### src/sv/dcon_pkg.sv
`timescale 1ns / 1ps

package dcon_pkg;

   // result kinds
   localparam logic [1:0] KIND_CHAR   = 2'd0;
   localparam logic [1:0] KIND_OUTPUT = 2'd1;
   localparam logic [1:0] KIND_UART   = 2'd2;

   // configuration register indexes
   localparam logic [1:0] CSR_FIRST_ADDRESS  = 2'd0;
   localparam logic [1:0] CSR_SECOND_ADDRESS = 2'd1;
   localparam logic [1:0] CSR_PARITY_ODD     = 2'd2;
   localparam logic [1:0] CSR_SPEED_INDEX    = 2'd3;

   typedef struct packed {
      logic take;
      logic decode;
      logic emit;
   } cmd_type;

   typedef struct packed {
      logic is_cr;
      logic len_zero;
      logic seq_empty;
      logic last_slot;
   } status_type;

endpackage

### src/sv/dcon_ctrl.sv
`timescale 1ns / 1ps

module dcon_ctrl (
   input  logic                clock,
   input  logic                reset,
   input  logic                req_valid,
   output logic                req_ready,
   output logic                rsp_valid,
   input  logic                rsp_ready,
   input  dcon_pkg::status_type status,
   output dcon_pkg::cmd_type    cmd
);

   typedef enum logic [2:0] {
      ST_IDLE   = 3'b001,
      ST_DECODE = 3'b010,
      ST_EMIT   = 3'b100
   } state_type;

   state_type state_ff, state_in;
   logic      rsp_valid_ff, rsp_valid_in;
   logic      out_free;

   always_comb begin
      state_in     = state_ff;
      cmd          = '0;
      out_free     = !rsp_valid_ff || rsp_ready;
      rsp_valid_in = rsp_valid_ff && !rsp_ready;
      req_ready    = (state_ff == ST_IDLE);
      unique case (state_ff)
         ST_IDLE: begin
            if (req_valid) begin
               cmd.take = 1'b1;
               if (status.is_cr && !status.len_zero) state_in = ST_DECODE;
            end
         end
         ST_DECODE: begin
            cmd.decode = 1'b1;
            state_in   = ST_EMIT;
         end
         ST_EMIT: begin
            if (status.seq_empty) begin
               state_in = ST_IDLE;
            end else if (out_free) begin
               cmd.emit     = 1'b1;
               rsp_valid_in = 1'b1;
               if (status.last_slot) state_in = ST_IDLE;
            end
         end
         default: state_in = ST_IDLE;
      endcase
   end

   always_ff @(posedge clock) begin
      if (reset) begin
         state_ff     <= ST_IDLE;
         rsp_valid_ff <= 1'b0;
      end else begin
         state_ff     <= state_in;
         rsp_valid_ff <= rsp_valid_in;
      end
   end

   assign rsp_valid = rsp_valid_ff;

endmodule

### src/sv/dcon_datapath.sv
`timescale 1ns / 1ps

module dcon_datapath #(
   parameter int LINE_KEEP = 8
) (
   input  logic                 clock,
   input  logic                 reset,
   input  dcon_pkg::cmd_type    cmd,
   output dcon_pkg::status_type status,
   input  logic [7:0]           req_rx_byte,
   input  logic                 csr_write_enable,
   input  logic [1:0]           csr_index,
   input  logic [15:0]          csr_write_data,
   output logic [1:0]           rsp_result_kind,
   output logic [7:0]           rsp_tx_byte,
   output logic [1:0]           rsp_out_device,
   output logic [15:0]          rsp_out_value,
   output logic [11:0]          rsp_baud_divisor,
   output logic                 rsp_parity_odd,
   output logic                 rsp_last
);

   localparam int LEN_W = $clog2(LINE_KEEP + 2);
   localparam int IDX_W = $clog2(LINE_KEEP);
   localparam int NPOS  = 8;
   localparam int NSLOT = 9;

   localparam logic [7:0] CH_CR      = 8'h0D;
   localparam logic [7:0] CH_DOLLAR  = 8'h24;
   localparam logic [7:0] CH_AT      = 8'h40;
   localparam logic [7:0] CH_PERCENT = 8'h25;
   localparam logic [7:0] CH_BANG    = 8'h21;
   localparam logic [7:0] CH_QUERY   = 8'h3F;
   localparam logic [7:0] CH_GT      = 8'h3E;
   localparam logic [7:0] CH_M       = 8'h4D;
   localparam logic [7:0] CH_ZERO    = 8'h30;
   localparam logic [7:0] CH_ONE     = 8'h31;
   localparam logic [7:0] CH_THREE   = 8'h33;
   localparam logic [7:0] CH_NINE    = 8'h39;
   localparam logic [7:0] CH_UPPER_A = 8'h41;

   localparam logic [15:0] RESET_FIRST_ADDRESS  = 16'h3030;
   localparam logic [15:0] RESET_SECOND_ADDRESS = 16'h3031;
   localparam logic [2:0]  RESET_SPEED_INDEX    = 3'd4;

   typedef struct packed {
      logic [1:0] kind;
      logic [7:0] data;
   } slot_type;

   function automatic logic [11:0] divisor(input logic [2:0] sp);
      logic [11:0] d;
      unique case (sp)
         3'd0: d = 12'h340;
         3'd1: d = 12'h1A0;
         3'd2: d = 12'h0CF;
         3'd3: d = 12'h067;
         3'd4: d = 12'h033;
         3'd5: d = 12'h019;
         3'd6: d = 12'h010;
         3'd7: d = 12'h008;
         default: d = 12'h008;
      endcase
      return d;
   endfunction

   function automatic logic [7:0] model_char(input logic [3:0] idx);
      logic [7:0] c;
      unique case (idx)
         4'd0: c = 8'h37;
         4'd1: c = 8'h30;
         4'd2: c = 8'h34;
         4'd3: c = 8'h33;
         4'd4: c = 8'h44;
         4'd5: c = CH_CR;
         default: c = 8'h00;
      endcase
      return c;
   endfunction

   function automatic logic is_digit(input logic [7:0] c);
      return (c >= CH_ZERO) && (c <= CH_NINE);
   endfunction

   function automatic logic is_hex(input logic [7:0] c);
      return is_digit(c) || ((c >= CH_UPPER_A) && (c <= 8'h46));
   endfunction

   function automatic logic is_alnum(input logic [7:0] c);
      return is_digit(c) || ((c >= CH_UPPER_A) && (c <= 8'h5A))
             || ((c >= 8'h61) && (c <= 8'h7A));
   endfunction

   function automatic logic [3:0] nibble(input logic [7:0] c);
      logic [7:0] t;
      t = (c <= CH_NINE) ? (c - CH_ZERO) : (c - 8'h37);
      return t[3:0];
   endfunction

   // early success on a terminator in the line or a zero address character
   function automatic logic addr_match(input logic [7:0] c1, input logic [7:0] c2,
                                       input logic [15:0] addr);
      logic r;
      if (c1 == 8'h00 || addr[15:8] == 8'h00) r = 1'b1;
      else if (c1 != addr[15:8])              r = 1'b0;
      else if (c2 == 8'h00 || addr[7:0] == 8'h00) r = 1'b1;
      else                                     r = (c2 == addr[7:0]);
      return r;
   endfunction

   logic [7:0]       line_chars_ff [LINE_KEEP];
   logic [LEN_W-1:0] line_length_ff, line_length_in;
   logic [7:0]       pos_ff [NPOS];
   logic [7:0]       pos_in [NPOS];
   slot_type         seq_ff [NSLOT];
   slot_type         seq_in [NSLOT];
   logic [3:0]       count_ff, count_in;
   logic [3:0]       slot_ff;
   logic [15:0]      first_address_ff, first_address_in;
   logic [15:0]      second_address_ff, second_address_in;
   logic             odd_parity_on_ff, odd_parity_on_in;
   logic [2:0]       speed_index_ff, speed_index_in;
   logic [1:0]       hex_dev_ff, hex_dev_in;
   logic [15:0]      hex_val_ff, hex_val_in;

   logic             is_cr;
   logic             match1, match2;
   logic [15:0]      sel_addr;
   logic [1:0]       alen;
   logic             hex_ok, pct_ok, pct_speed_ok;
   logic [2:0]       pct_speed;
   logic [2:0]       echo_len;
   logic             echo_stop;
   logic [3:0]       jj;
   slot_type         cur;

   assign is_cr = (req_rx_byte == CH_CR);

   // line position view: stored char below the count, CR at the count, else zero
   always_comb begin
      for (int i = 0; i < NPOS; i++) begin
         if (line_length_ff > LEN_W'(i))       pos_in[i] = line_chars_ff[IDX_W'(i)];
         else if (line_length_ff == LEN_W'(i)) pos_in[i] = CH_CR;
         else                                  pos_in[i] = 8'h00;
      end
   end

   always_comb begin
      line_length_in = line_length_ff;
      if (cmd.take) begin
         if (is_cr) line_length_in = '0;
         else if (line_length_ff < LEN_W'(LINE_KEEP + 1)) line_length_in = line_length_ff + 1'b1;
      end
   end

   // decode of the captured line into a reply buffer
   always_comb begin
      match1   = addr_match(pos_ff[1], pos_ff[2], first_address_ff);
      match2   = addr_match(pos_ff[1], pos_ff[2], second_address_ff);
      sel_addr = match1 ? first_address_ff : second_address_ff;
      if (sel_addr[15:8] == 8'h00)     alen = 2'd0;
      else if (sel_addr[7:0] == 8'h00) alen = 2'd1;
      else                             alen = 2'd2;

      hex_ok = (pos_ff[7] == CH_CR) && is_hex(pos_ff[3]) && is_hex(pos_ff[4])
               && is_hex(pos_ff[5]) && is_hex(pos_ff[6]);

      if (pos_ff[6] >= CH_THREE && pos_ff[6] <= CH_NINE) begin
         pct_speed    = 3'(pos_ff[6] - CH_THREE);
         pct_speed_ok = 1'b1;
      end else if (pos_ff[6] == CH_UPPER_A) begin
         pct_speed    = 3'd7;
         pct_speed_ok = 1'b1;
      end else begin
         pct_speed    = 3'd0;
         pct_speed_ok = 1'b0;
      end
      pct_ok = (pos_ff[7] == CH_CR) && is_alnum(pos_ff[1]) && is_alnum(pos_ff[2])
               && is_alnum(pos_ff[3]) && is_alnum(pos_ff[4])
               && !(pos_ff[1] == pos_ff[3] && pos_ff[2] == pos_ff[4])
               && (pos_ff[5] == CH_ZERO || pos_ff[5] == CH_ONE) && pct_speed_ok;

      echo_len  = 3'd0;
      echo_stop = 1'b0;
      for (int i = 1; i < 7; i++) begin
         if (!echo_stop && pos_ff[i] != 8'h00) echo_len = echo_len + 3'd1;
         else echo_stop = 1'b1;
      end

      for (int j = 0; j < NSLOT; j++) seq_in[j] = '{kind: dcon_pkg::KIND_CHAR, data: 8'h00};
      count_in   = 4'd0;
      hex_dev_in = match1 ? 2'd1 : 2'd2;
      hex_val_in = {nibble(pos_ff[3]), nibble(pos_ff[4]), nibble(pos_ff[5]),
                    nibble(pos_ff[6])};
      jj         = 4'd0;

      if ((pos_ff[0] == CH_DOLLAR || pos_ff[0] == CH_AT) && (match1 || match2)) begin
         if (pos_ff[0] == CH_DOLLAR) begin
            if (pos_ff[3] == CH_M) begin
               for (int j = 0; j < NSLOT; j++) begin
                  jj = 4'(j);
                  if (j == 0)                   seq_in[j].data = CH_BANG;
                  else if (jj <= {2'b00, alen}) seq_in[j].data = (j == 1) ? sel_addr[15:8]
                                                                          : sel_addr[7:0];
                  else seq_in[j].data = model_char(jj - 4'd1 - {2'b00, alen});
               end
               count_in = 4'd7 + {2'b00, alen};
            end
         end else if (pos_ff[3] != CH_CR && hex_ok) begin
            seq_in[0].kind = dcon_pkg::KIND_OUTPUT;
            seq_in[1].data = CH_GT;
            seq_in[2].data = CH_CR;
            count_in       = 4'd3;
         end else begin
            for (int j = 0; j < NSLOT; j++) begin
               jj = 4'(j);
               if (j == 0)                   seq_in[j].data = CH_QUERY;
               else if (jj <= {2'b00, alen}) seq_in[j].data = (j == 1) ? sel_addr[15:8]
                                                                       : sel_addr[7:0];
               else                          seq_in[j].data = CH_CR;
            end
            count_in = 4'd2 + {2'b00, alen};
         end
      end else if (pos_ff[0] == CH_PERCENT) begin
         if (pct_ok) begin
            seq_in[0].data = CH_BANG;
            for (int j = 1; j < NPOS; j++) seq_in[j].data = pos_ff[j];
            seq_in[8].kind = dcon_pkg::KIND_UART;
            count_in       = 4'd9;
         end else begin
            seq_in[0].data = CH_QUERY;
            for (int j = 1; j < NPOS; j++) begin
               if (3'(j) <= echo_len && j < 7) seq_in[j].data = pos_ff[j];
               else                             seq_in[j].data = CH_CR;
            end
            count_in = (echo_len == 3'd6) ? 4'd8 : ({1'b0, echo_len} + 4'd1);
         end
      end
   end

   // live settings: configuration writes, or a good % command
   always_comb begin
      first_address_in  = first_address_ff;
      second_address_in = second_address_ff;
      odd_parity_on_in  = odd_parity_on_ff;
      speed_index_in    = speed_index_ff;
      if (csr_write_enable) begin
         if (csr_index == dcon_pkg::CSR_FIRST_ADDRESS)  first_address_in  = csr_write_data;
         if (csr_index == dcon_pkg::CSR_SECOND_ADDRESS) second_address_in = csr_write_data;
         if (csr_index == dcon_pkg::CSR_PARITY_ODD)     odd_parity_on_in  = csr_write_data[0];
         if (csr_index == dcon_pkg::CSR_SPEED_INDEX)    speed_index_in    = csr_write_data[2:0];
      end else if (cmd.decode && pos_ff[0] == CH_PERCENT && pct_ok) begin
         first_address_in  = {pos_ff[1], pos_ff[2]};
         second_address_in = {pos_ff[3], pos_ff[4]};
         odd_parity_on_in  = pos_ff[5][0];
         speed_index_in    = pct_speed;
      end
   end

   always_ff @(posedge clock) begin
      if (reset) begin
         line_length_ff    <= '0;
         count_ff          <= 4'd0;
         slot_ff           <= 4'd0;
         first_address_ff  <= RESET_FIRST_ADDRESS;
         second_address_ff <= RESET_SECOND_ADDRESS;
         odd_parity_on_ff  <= 1'b0;
         speed_index_ff    <= RESET_SPEED_INDEX;
      end else begin
         line_length_ff    <= line_length_in;
         first_address_ff  <= first_address_in;
         second_address_ff <= second_address_in;
         odd_parity_on_ff  <= odd_parity_on_in;
         speed_index_ff    <= speed_index_in;
         if (cmd.decode) begin
            count_ff <= count_in;
            slot_ff  <= 4'd0;
         end else if (cmd.emit) begin
            slot_ff <= slot_ff + 4'd1;
         end
      end
   end

   always_ff @(posedge clock) begin
      if (cmd.take && !is_cr && line_length_ff < LEN_W'(LINE_KEEP)) begin
         line_chars_ff[line_length_ff[IDX_W-1:0]] <= req_rx_byte;
      end
      if (cmd.take && is_cr) begin
         for (int i = 0; i < NPOS; i++) pos_ff[i] <= pos_in[i];
      end
      if (cmd.decode) begin
         for (int j = 0; j < NSLOT; j++) seq_ff[j] <= seq_in[j];
         hex_dev_ff <= hex_dev_in;
         hex_val_ff <= hex_val_in;
      end
   end

   // output register
   assign cur = seq_ff[slot_ff];

   always_ff @(posedge clock) begin
      if (cmd.emit) begin
         rsp_result_kind  <= cur.kind;
         rsp_tx_byte      <= (cur.kind == dcon_pkg::KIND_CHAR) ? cur.data : 8'h00;
         rsp_out_device   <= (cur.kind == dcon_pkg::KIND_OUTPUT) ? hex_dev_ff : 2'd0;
         rsp_out_value    <= (cur.kind == dcon_pkg::KIND_OUTPUT) ? hex_val_ff : 16'h0000;
         rsp_baud_divisor <= (cur.kind == dcon_pkg::KIND_UART) ? divisor(speed_index_ff)
                                                                : 12'h000;
         rsp_parity_odd   <= (cur.kind == dcon_pkg::KIND_UART) ? odd_parity_on_ff : 1'b0;
         rsp_last         <= status.last_slot;
      end
   end

   assign status.is_cr     = is_cr;
   assign status.len_zero  = (line_length_ff == '0);
   assign status.seq_empty = (count_ff == 4'd0);
   assign status.last_slot = (slot_ff == count_ff - 4'd1);

endmodule

### src/sv/dcon_command_line_responder.sv
`timescale 1ns / 1ps

// Line-based ASCII command responder for two emulated digital I/O modules.
// Every received byte other than CR is taken and, while the buffer has room,
// stored in the line buffer. A CR after a non-empty line is transferred, the
// line is decoded into a reply buffer, and then one result per cycle (up to
// nine, or none) is emitted while the result side keeps taking them; no new
// byte is taken until the last result of the line is in the output register.
// That register holds one result, so the next byte is taken while it waits.
// The configuration port loads the two module addresses, parity and speed
// directly into the live settings; a good % command overwrites them.

module dcon_command_line_responder #(
   parameter int LINE_KEEP = 8
) (
   input  logic        clock,
   input  logic        reset,
   input  logic        req_valid,
   output logic        req_ready,
   input  logic [7:0]  req_rx_byte,
   output logic        rsp_valid,
   input  logic        rsp_ready,
   output logic [1:0]  rsp_result_kind,
   output logic [7:0]  rsp_tx_byte,
   output logic [1:0]  rsp_out_device,
   output logic [15:0] rsp_out_value,
   output logic [11:0] rsp_baud_divisor,
   output logic        rsp_parity_odd,
   output logic        rsp_last,
   input  logic        csr_write_enable,
   input  logic [1:0]  csr_index,
   input  logic [15:0] csr_write_data
);

   dcon_pkg::cmd_type    cmd;
   dcon_pkg::status_type status;

   dcon_ctrl u_ctrl (
      .clock     (clock),
      .reset     (reset),
      .req_valid (req_valid),
      .req_ready (req_ready),
      .rsp_valid (rsp_valid),
      .rsp_ready (rsp_ready),
      .status    (status),
      .cmd       (cmd)
   );

   dcon_datapath #(
      .LINE_KEEP (LINE_KEEP)
   ) u_datapath (
      .clock            (clock),
      .reset            (reset),
      .cmd              (cmd),
      .status           (status),
      .req_rx_byte      (req_rx_byte),
      .csr_write_enable (csr_write_enable),
      .csr_index        (csr_index),
      .csr_write_data   (csr_write_data),
      .rsp_result_kind  (rsp_result_kind),
      .rsp_tx_byte      (rsp_tx_byte),
      .rsp_out_device   (rsp_out_device),
      .rsp_out_value    (rsp_out_value),
      .rsp_baud_divisor (rsp_baud_divisor),
      .rsp_parity_odd   (rsp_parity_odd),
      .rsp_last         (rsp_last)
   );

endmodule
### config.mk
export PLATFORM = sky130hd
export DESIGN_NAME = dcon_command_line_responder
export DESIGN_NICKNAME = d
export VERILOG_FILES = /design/src/sv/dcon_pkg.sv /design/src/sv/dcon_ctrl.sv /design/src/sv/dcon_datapath.sv /design/src/sv/dcon_command_line_responder.sv
export SDC_FILE = /design/constraint.sdc
export NUM_CORES = 1
export LEC_CHECK = 0
export ABC_AREA = 0
export BUFFER_PORTS_ARGS = -buffer_cell sky130_fd_sc_hd__buf_4
export CORE_AREA = 5 5 201 154
export CTS_CLUSTER_SIZE = 16
export DETAILED_ROUTE_END_ITERATION = 12
export DIE_AREA = 0 0 206 159
export PLACE_DENSITY_LB_ADDON = 0.25
export SLEW_MARGIN = 5
export SYNTH_ARGS = -nofsm -noshare
export SYNTH_HDL_FRONTEND = slang
export SYNTH_SLANG_ARGS = --single-unit
export TNS_END_PERCENT = 30
### constraint.sdc
create_clock -name clock -period 5.15 [get_ports clock]
set_clock_uncertainty 0.1 [all_clocks]
set_input_delay 0.7725 -clock clock [delete_from_list [all_inputs] [get_ports clock]]
set_output_delay 0.7725 -clock clock [all_outputs]
set_load 0.01 [all_outputs]
==> results_tabular.tex <==
\begin{tabular}{lr}
\hline
Metric & Value \\
\hline
\multicolumn{2}{l}{\textbf{Critical path}} \\
Startpoint type of the worst setup path & flop \\
Crit path max-delay cell type & sky130\_fd\_sc\_hd\_\_a21oi\_1 \\
Critical path start-end classification & flop to flop \\
Crit end category & flop \\
R2R depth & 15 \\
Reg2reg setup slack & between 300 and 400 ps \\
Cells along the critical path & inv\_1 -> ha\_1 -> or4b\_1 -> a2bb2oi\_1 -> a211oi\_1 -> ha\_1 -> mux2i\_1 -> a21oi\_1 -> ha\_1 -> inv\_1 -> mux2\_2 -> a21oi\_1 -> nor3\_2 -> o21ai\_0 -> or3b\_1 \\
Crit Path Max Fanout & 6 \\
Buffers \& Inverters on Critical Path & 2 \\
Reg-to-Reg Start & u\_datapath.pos\_ff[0][25]\$\_SDFFCE\_PN0P\_ \\
Worst endpoint required time & roughly 5400 ps \\
Critical Path Start & u\_datapath.pos\_ff[0][25]\$\_SDFFCE\_PN0P\_ \\
Reg-to-reg endpoint & u\_datapath.seq\_ff[2][3]\$\_DFFE\_PN\_ \\
Delay-heaviest family, CP & compound AO/OA/AOI/OAI gates \\
Crit path DAT & 5000 ps \\
CP endpoint & u\_datapath.seq\_ff[2][3]\$\_DFFE\_PN\_ \\
WP depth & 15 \\
Largest stage delay, worst path & roughly 500 ps \\
Cell type with the highest occurrence count on the critical path & sky130\_fd\_sc\_hd\_\_ha\_1 \\
\multicolumn{2}{l}{\textbf{Synth}} \\
Most area-hungry cell type in the Yosys netlist & sky130\_fd\_sc\_hd\_\_edfxtp\_1 \\
Warnings, synthesis & 0 \\
Synthesized-area fraction occupied by and/or/nand/nor cells & roughly 16\% \\
Post-synthesis instance total & around 1,300 \\
Synth Area in Compound Gates & between 10\% and 20\% \\
Ranking of synthesized cells by area & sky130\_fd\_sc\_hd\_\_edfxtp\_1 (50\%), sky130\_fd\_sc\_hd\_\_dfxtp\_1 (7.5\%), sky130\_fd\_sc\_hd\_\_xor2\_1 (3.1\%) \\
Mapped cell area & around 15,000 um2 \\
Post-synthesis xor/xnor area fraction & under 10\% \\
Multiplexer share of the synthesized area & $\sim$4.9\% \\
Post-synth EDFFs & roughly 250 \\
Post-synth top area share & between 40 and 50\% \\
Seq/Total Area, Yosys & between 50\% and 60\% \\
Most common flop cell mapped by yosys & sky130\_fd\_sc\_hd\_\_edfxtp\_1 \\
Seq cells post-synth & $\sim$310 \\
Synth cell types & between 80 and 90 \\
Avg Inst Size Synth & 11.5 um2 \\
Largest family of logic cells by synthesized area & simple AND/OR/NAND/NOR gates \\
Async set-reset flop share out of synthesis & 0\% \\
Adder-cell share of the synthesized area & $\sim$3\% \\
\multicolumn{2}{l}{\textbf{Cells and area}} \\
Number of nets at the end of the flow & between 1,000 and 1,500 \\
Fraction of final layout cells sized beyond drive strength 1 & 15.6\% \\
Number of inserted filler cells in the final layout & approximately 2,400 \\
Ant. Diodes & 0 \\
Synthesis-to-finish area growth & 14.2\% \\
Post-route standard cell area excluding fillers & around 17,000 um2 \\
\multicolumn{2}{l}{\textbf{Status}} \\
Result of the run & complete, no violations \\
\multicolumn{2}{l}{\textbf{GRT}} \\
Total GRT Usage & 25.6\% \\
Antenna violations before repair & 1 \\
Remaining global-route overflow & 0 \\
Maximum number of pins on one net before global-route repair & between 60 and 70 \\
Vias in the first global route & 10,200 \\
First-pass GRT wire length & about 64,000 um \\
\multicolumn{2}{l}{\textbf{Timing}} \\
Relative max-transition margin & 17.0\% \\
Final Critical Period & 4780 ps \\
Tcrit/Tclk final & between 90\% and 100\% \\
Fin Setup TNS & 0 ps \\
Number of hold-slack violations in the final timing report & 0 \\
Total count of max-transition violations in the final report & 0 \\
Max Clock Freq & approximately 0.21 GHz \\
Setup repair after global routing missed its margin & no \\
Setup violation total in the final timing report & 0 \\
Slew at the pin with the worst max-slew slack & approximately 1200 ps \\
\multicolumn{2}{l}{\textbf{Clocking}} \\
Clock Sinks & 305 \\
Clock-pin transition on the worst setup and hold timing paths & $\sim$60 ps \\
Count of hold buffers inserted by post-cts repair & 0 \\
TritonCTS clock tree & done \\
Max clock buf depth & 3 \\
Number of H-tree levels & 1 \\
Number of CTS-inserted buffers & 30 \\
Source-to-sink clock delay at the later pin of the worst-skew pair & approximately 570 ps \\
Master cell of the clock root buffer & sky130\_fd\_sc\_hd\_\_clkbuf\_16 \\
\multicolumn{2}{l}{\textbf{Floorplan}} \\
Die Outline Area & 32,800 um2 \\
I/O pin cnt & 75 \\
Row Count & 54 \\
Die boundary width & 206 um \\
Effective utilization at floorplan & 52.3\% \\
Height of the die & between 150 and 200 um \\
Core region area & approximately 29,000 um2 \\
\multicolumn{2}{l}{\textbf{Placement}} \\
Placed cell areas & $\sim$16,000 um2 \\
Port Buffers & between 70 and 80 \\
HPWL Detailed & 30,500 um \\
Final weighted congestion in routability-driven placement & roughly 1.0 \\
\multicolumn{2}{l}{\textbf{Route}} \\
Number of design rule violations left after detail routing & 0 \\
Antenna Nets Post-Route & 0 \\
Post-detailed-route wirelength per cell & $\sim$24 um \\
Routed Wire Length & roughly 42,000 um \\
Post-detailed-route via-to-cell ratio & roughly 6.1 \\
First-pass DRT Iterations & 7 \\
Initial drt markers & 1,405 \\
Vias & between 10,000 and 15,000 \\
\multicolumn{2}{l}{\textbf{Flow run}} \\
Max-Cap Viols & 0 \\
\multicolumn{2}{l}{\textbf{Hold path}} \\
Type of the tightest min-delay check & flop to flop \\
\multicolumn{2}{l}{\textbf{Power and ir drop}} \\
Static leakage power & about 0.0065 uW \\
Power density over cell area & roughly 300 nW/um2 \\
Max rail drop VDD & about 0.00033 V \\
\hline
\end{tabular}
per-layer routing:
metal	vias up	GRT usage, %	part of all wire [%]
met5	-	0	0
li1	4945	-	-
met3	80	5.03	11
met2	631	34.7	41
met4	0	6.71	3.1
met1	5211	41.7	46
where the power goes:
group          leakage (uW)  total, uW  switching (uW)  internal, uW
Clock              0.000483       2280             935          1350
Combinational       0.00323        171             107          63.4
Sequential          0.00275       2690            25.6          2670
Total               0.00646       5150            1070          4080
cells by family (layout without fill, tap and decap cells):
family          after synthesis  count (layout)
buf+inv                     118             209
fa+ha+maj                    37              37
compound gates              254             254
simple gates                456             456
mux                          59              59
other cells                   1               3
xor+xnor                     71              71
flops                       305             305
cell usage in the layout (no fill, tap or decap), types with 8 or more instances in the layout:
cell / n
sky130_fd_sc_hd__a211oi_1: 38
sky130_fd_sc_hd__a21o_1: 13
sky130_fd_sc_hd__a21oi_1: 52
sky130_fd_sc_hd__a22o_1: 13
sky130_fd_sc_hd__a31oi_1: 13
sky130_fd_sc_hd__and2_1: 51
sky130_fd_sc_hd__buf_4: 120
sky130_fd_sc_hd__clkbuf_16: 31
sky130_fd_sc_hd__dfxtp_1: 56
sky130_fd_sc_hd__edfxtp_1: 249
sky130_fd_sc_hd__ha_1: 37
sky130_fd_sc_hd__inv_1: 32
sky130_fd_sc_hd__mux2_2: 13
sky130_fd_sc_hd__mux2i_1: 36
sky130_fd_sc_hd__mux4_2: 10
sky130_fd_sc_hd__nand2_1: 83
sky130_fd_sc_hd__nand2b_1: 25
sky130_fd_sc_hd__nand4_1: 8
sky130_fd_sc_hd__nor2_1: 116
sky130_fd_sc_hd__nor2b_1: 38
sky130_fd_sc_hd__nor3_1: 39
sky130_fd_sc_hd__nor4_1: 24
sky130_fd_sc_hd__o21ai_0: 42
sky130_fd_sc_hd__or4_1: 10
sky130_fd_sc_hd__xnor2_1: 17
sky130_fd_sc_hd__xor2_1: 54
sequential cells by signal (all words and copies together) (netlist names), 2 cells and up, named ones only:
| register | cells |
|---|---|
| u_datapath.line_chars_ff | 64 |
| u_datapath.pos_ff | 64 |
| u_datapath.seq_ff | 63 |
| u_datapath.first_address_ff | 16 |
| u_datapath.hex_val_ff | 16 |
| u_datapath.rsp_out_value | 16 |
| u_datapath.second_address_ff | 16 |
| u_datapath.rsp_baud_divisor | 10 |
| u_datapath.rsp_tx_byte | 8 |
| u_datapath.count_ff | 4 |
| u_datapath.line_length_ff | 4 |
| u_datapath.slot_ff | 4 |
| u_ctrl.state_ff | 3 |
| u_datapath.speed_index_ff | 3 |
| u_datapath.hex_dev_ff | 2 |
| u_datapath.rsp_out_device | 2 |
| u_datapath.rsp_result_kind | 2 |
synth_stat cells (5+ instances only):
cell                        number
sky130_fd_sc_hd__a211o_1         5
sky130_fd_sc_hd__a211oi_1       39
sky130_fd_sc_hd__a21o_1         13
sky130_fd_sc_hd__a21oi_1        52
sky130_fd_sc_hd__a22o_1         13
sky130_fd_sc_hd__a22oi_1         6
sky130_fd_sc_hd__a311oi_1        7
sky130_fd_sc_hd__a31oi_1        13
sky130_fd_sc_hd__and2_1         51
sky130_fd_sc_hd__and3_1          6
sky130_fd_sc_hd__buf_2           5
sky130_fd_sc_hd__clkbuf_1       72
sky130_fd_sc_hd__dfxtp_1        56
sky130_fd_sc_hd__edfxtp_1      249
sky130_fd_sc_hd__ha_1           37
sky130_fd_sc_hd__inv_1          32
sky130_fd_sc_hd__mux2_2         13
sky130_fd_sc_hd__mux2i_1        36
sky130_fd_sc_hd__mux4_2         10
sky130_fd_sc_hd__nand2_1        83
sky130_fd_sc_hd__nand2b_1       25
sky130_fd_sc_hd__nand3_1         7
sky130_fd_sc_hd__nand4_1         8
sky130_fd_sc_hd__nor2_1        117
sky130_fd_sc_hd__nor2b_1        39
sky130_fd_sc_hd__nor3_1         40
sky130_fd_sc_hd__nor3b_1         7
sky130_fd_sc_hd__nor4_1         26
sky130_fd_sc_hd__o21a_1          6
sky130_fd_sc_hd__o21ai_0        42
sky130_fd_sc_hd__o21bai_1        6
sky130_fd_sc_hd__o22ai_1         7
sky130_fd_sc_hd__o2bb2ai_1       6
sky130_fd_sc_hd__or2_2           5
sky130_fd_sc_hd__or4_1          10
sky130_fd_sc_hd__xnor2_1        17
sky130_fd_sc_hd__xor2_1         54
worst register-to-register path: stages, from the launching register on:
cell and delay (ps):
sky130_fd_sc_hd__edfxtp_1 390, sky130_fd_sc_hd__inv_1 120, sky130_fd_sc_hd__ha_1 160, sky130_fd_sc_hd__or4b_1 480, sky130_fd_sc_hd__a2bb2oi_1 230, sky130_fd_sc_hd__a211oi_1 480, sky130_fd_sc_hd__ha_1 320, sky130_fd_sc_hd__mux2i_1 200
sky130_fd_sc_hd__a21oi_1 100, sky130_fd_sc_hd__ha_1 300, sky130_fd_sc_hd__inv_1 30, sky130_fd_sc_hd__mux2_2 270, sky130_fd_sc_hd__a21oi_1 500, sky130_fd_sc_hd__nor3_2 220, sky130_fd_sc_hd__o21ai_0 260, sky130_fd_sc_hd__or3b_1 360
through the flow:
step / worst slack (ps) / power (uW) / instances / hold WS, ps / util (%)
after floorplan: 591 / 2840 / 1303 / 356 / -
final: 365 / 5150 / 1786 / 397 / 59.7
after CTS: 213 / 5170 / 1786 / 375 / 59.7
after detailed placement: 212 / 2910 / 1731 / 387 / 56.1
after global routing: 76.6 / 5320 / 1786 / 378 / 59.7
after global placement: 241 / 2910 / 1731 / 381 / 56.1
layout make-up:
class	count	area [um2]	share of cell area, %
Sequential cell	305	8600	50.1
Multi-Input combinational cell	880	6010	35.0
Timing Repair Buffer	120	901	5.25
Clock buffer	36	795	4.63
Tap cell	392	490	2.86
Clock inverter	19	228	1.33
Inverter	34	129	0.751
worst min-delay path by stage:
stage,from,to,cells after the start
2_1_floorplan,u_datapath.odd_parity_on_ff$_SDFFE_PP0P_,u_datapath.odd_parity_on_ff$_SDFFE_PP0P_,2
3_3_place_gp,u_datapath.line_chars_ff[0][3]$_DFFE_PP_,u_datapath.pos_ff[0][3]$_DFFE_PP_,1
3_5_place_dp,u_datapath.line_chars_ff[0][3]$_DFFE_PP_,u_datapath.pos_ff[0][3]$_DFFE_PP_,1
4_1_cts,req_rx_byte[0],u_datapath.line_chars_ff[2][0]$_DFFE_PP_,1
5_1_grt,req_rx_byte[0],u_datapath.line_chars_ff[4][0]$_DFFE_PP_,1
6_report,u_datapath.line_chars_ff[0][3]$_DFFE_PP_,u_datapath.pos_ff[0][3]$_DFFE_PP_,1
timing repair:
item / CTS / global route
setup buffers: 0 / 0
setup endpoints to repair: 0 / 14
resized for setup: 0 / 4
(Power assumes the default switching activity.)
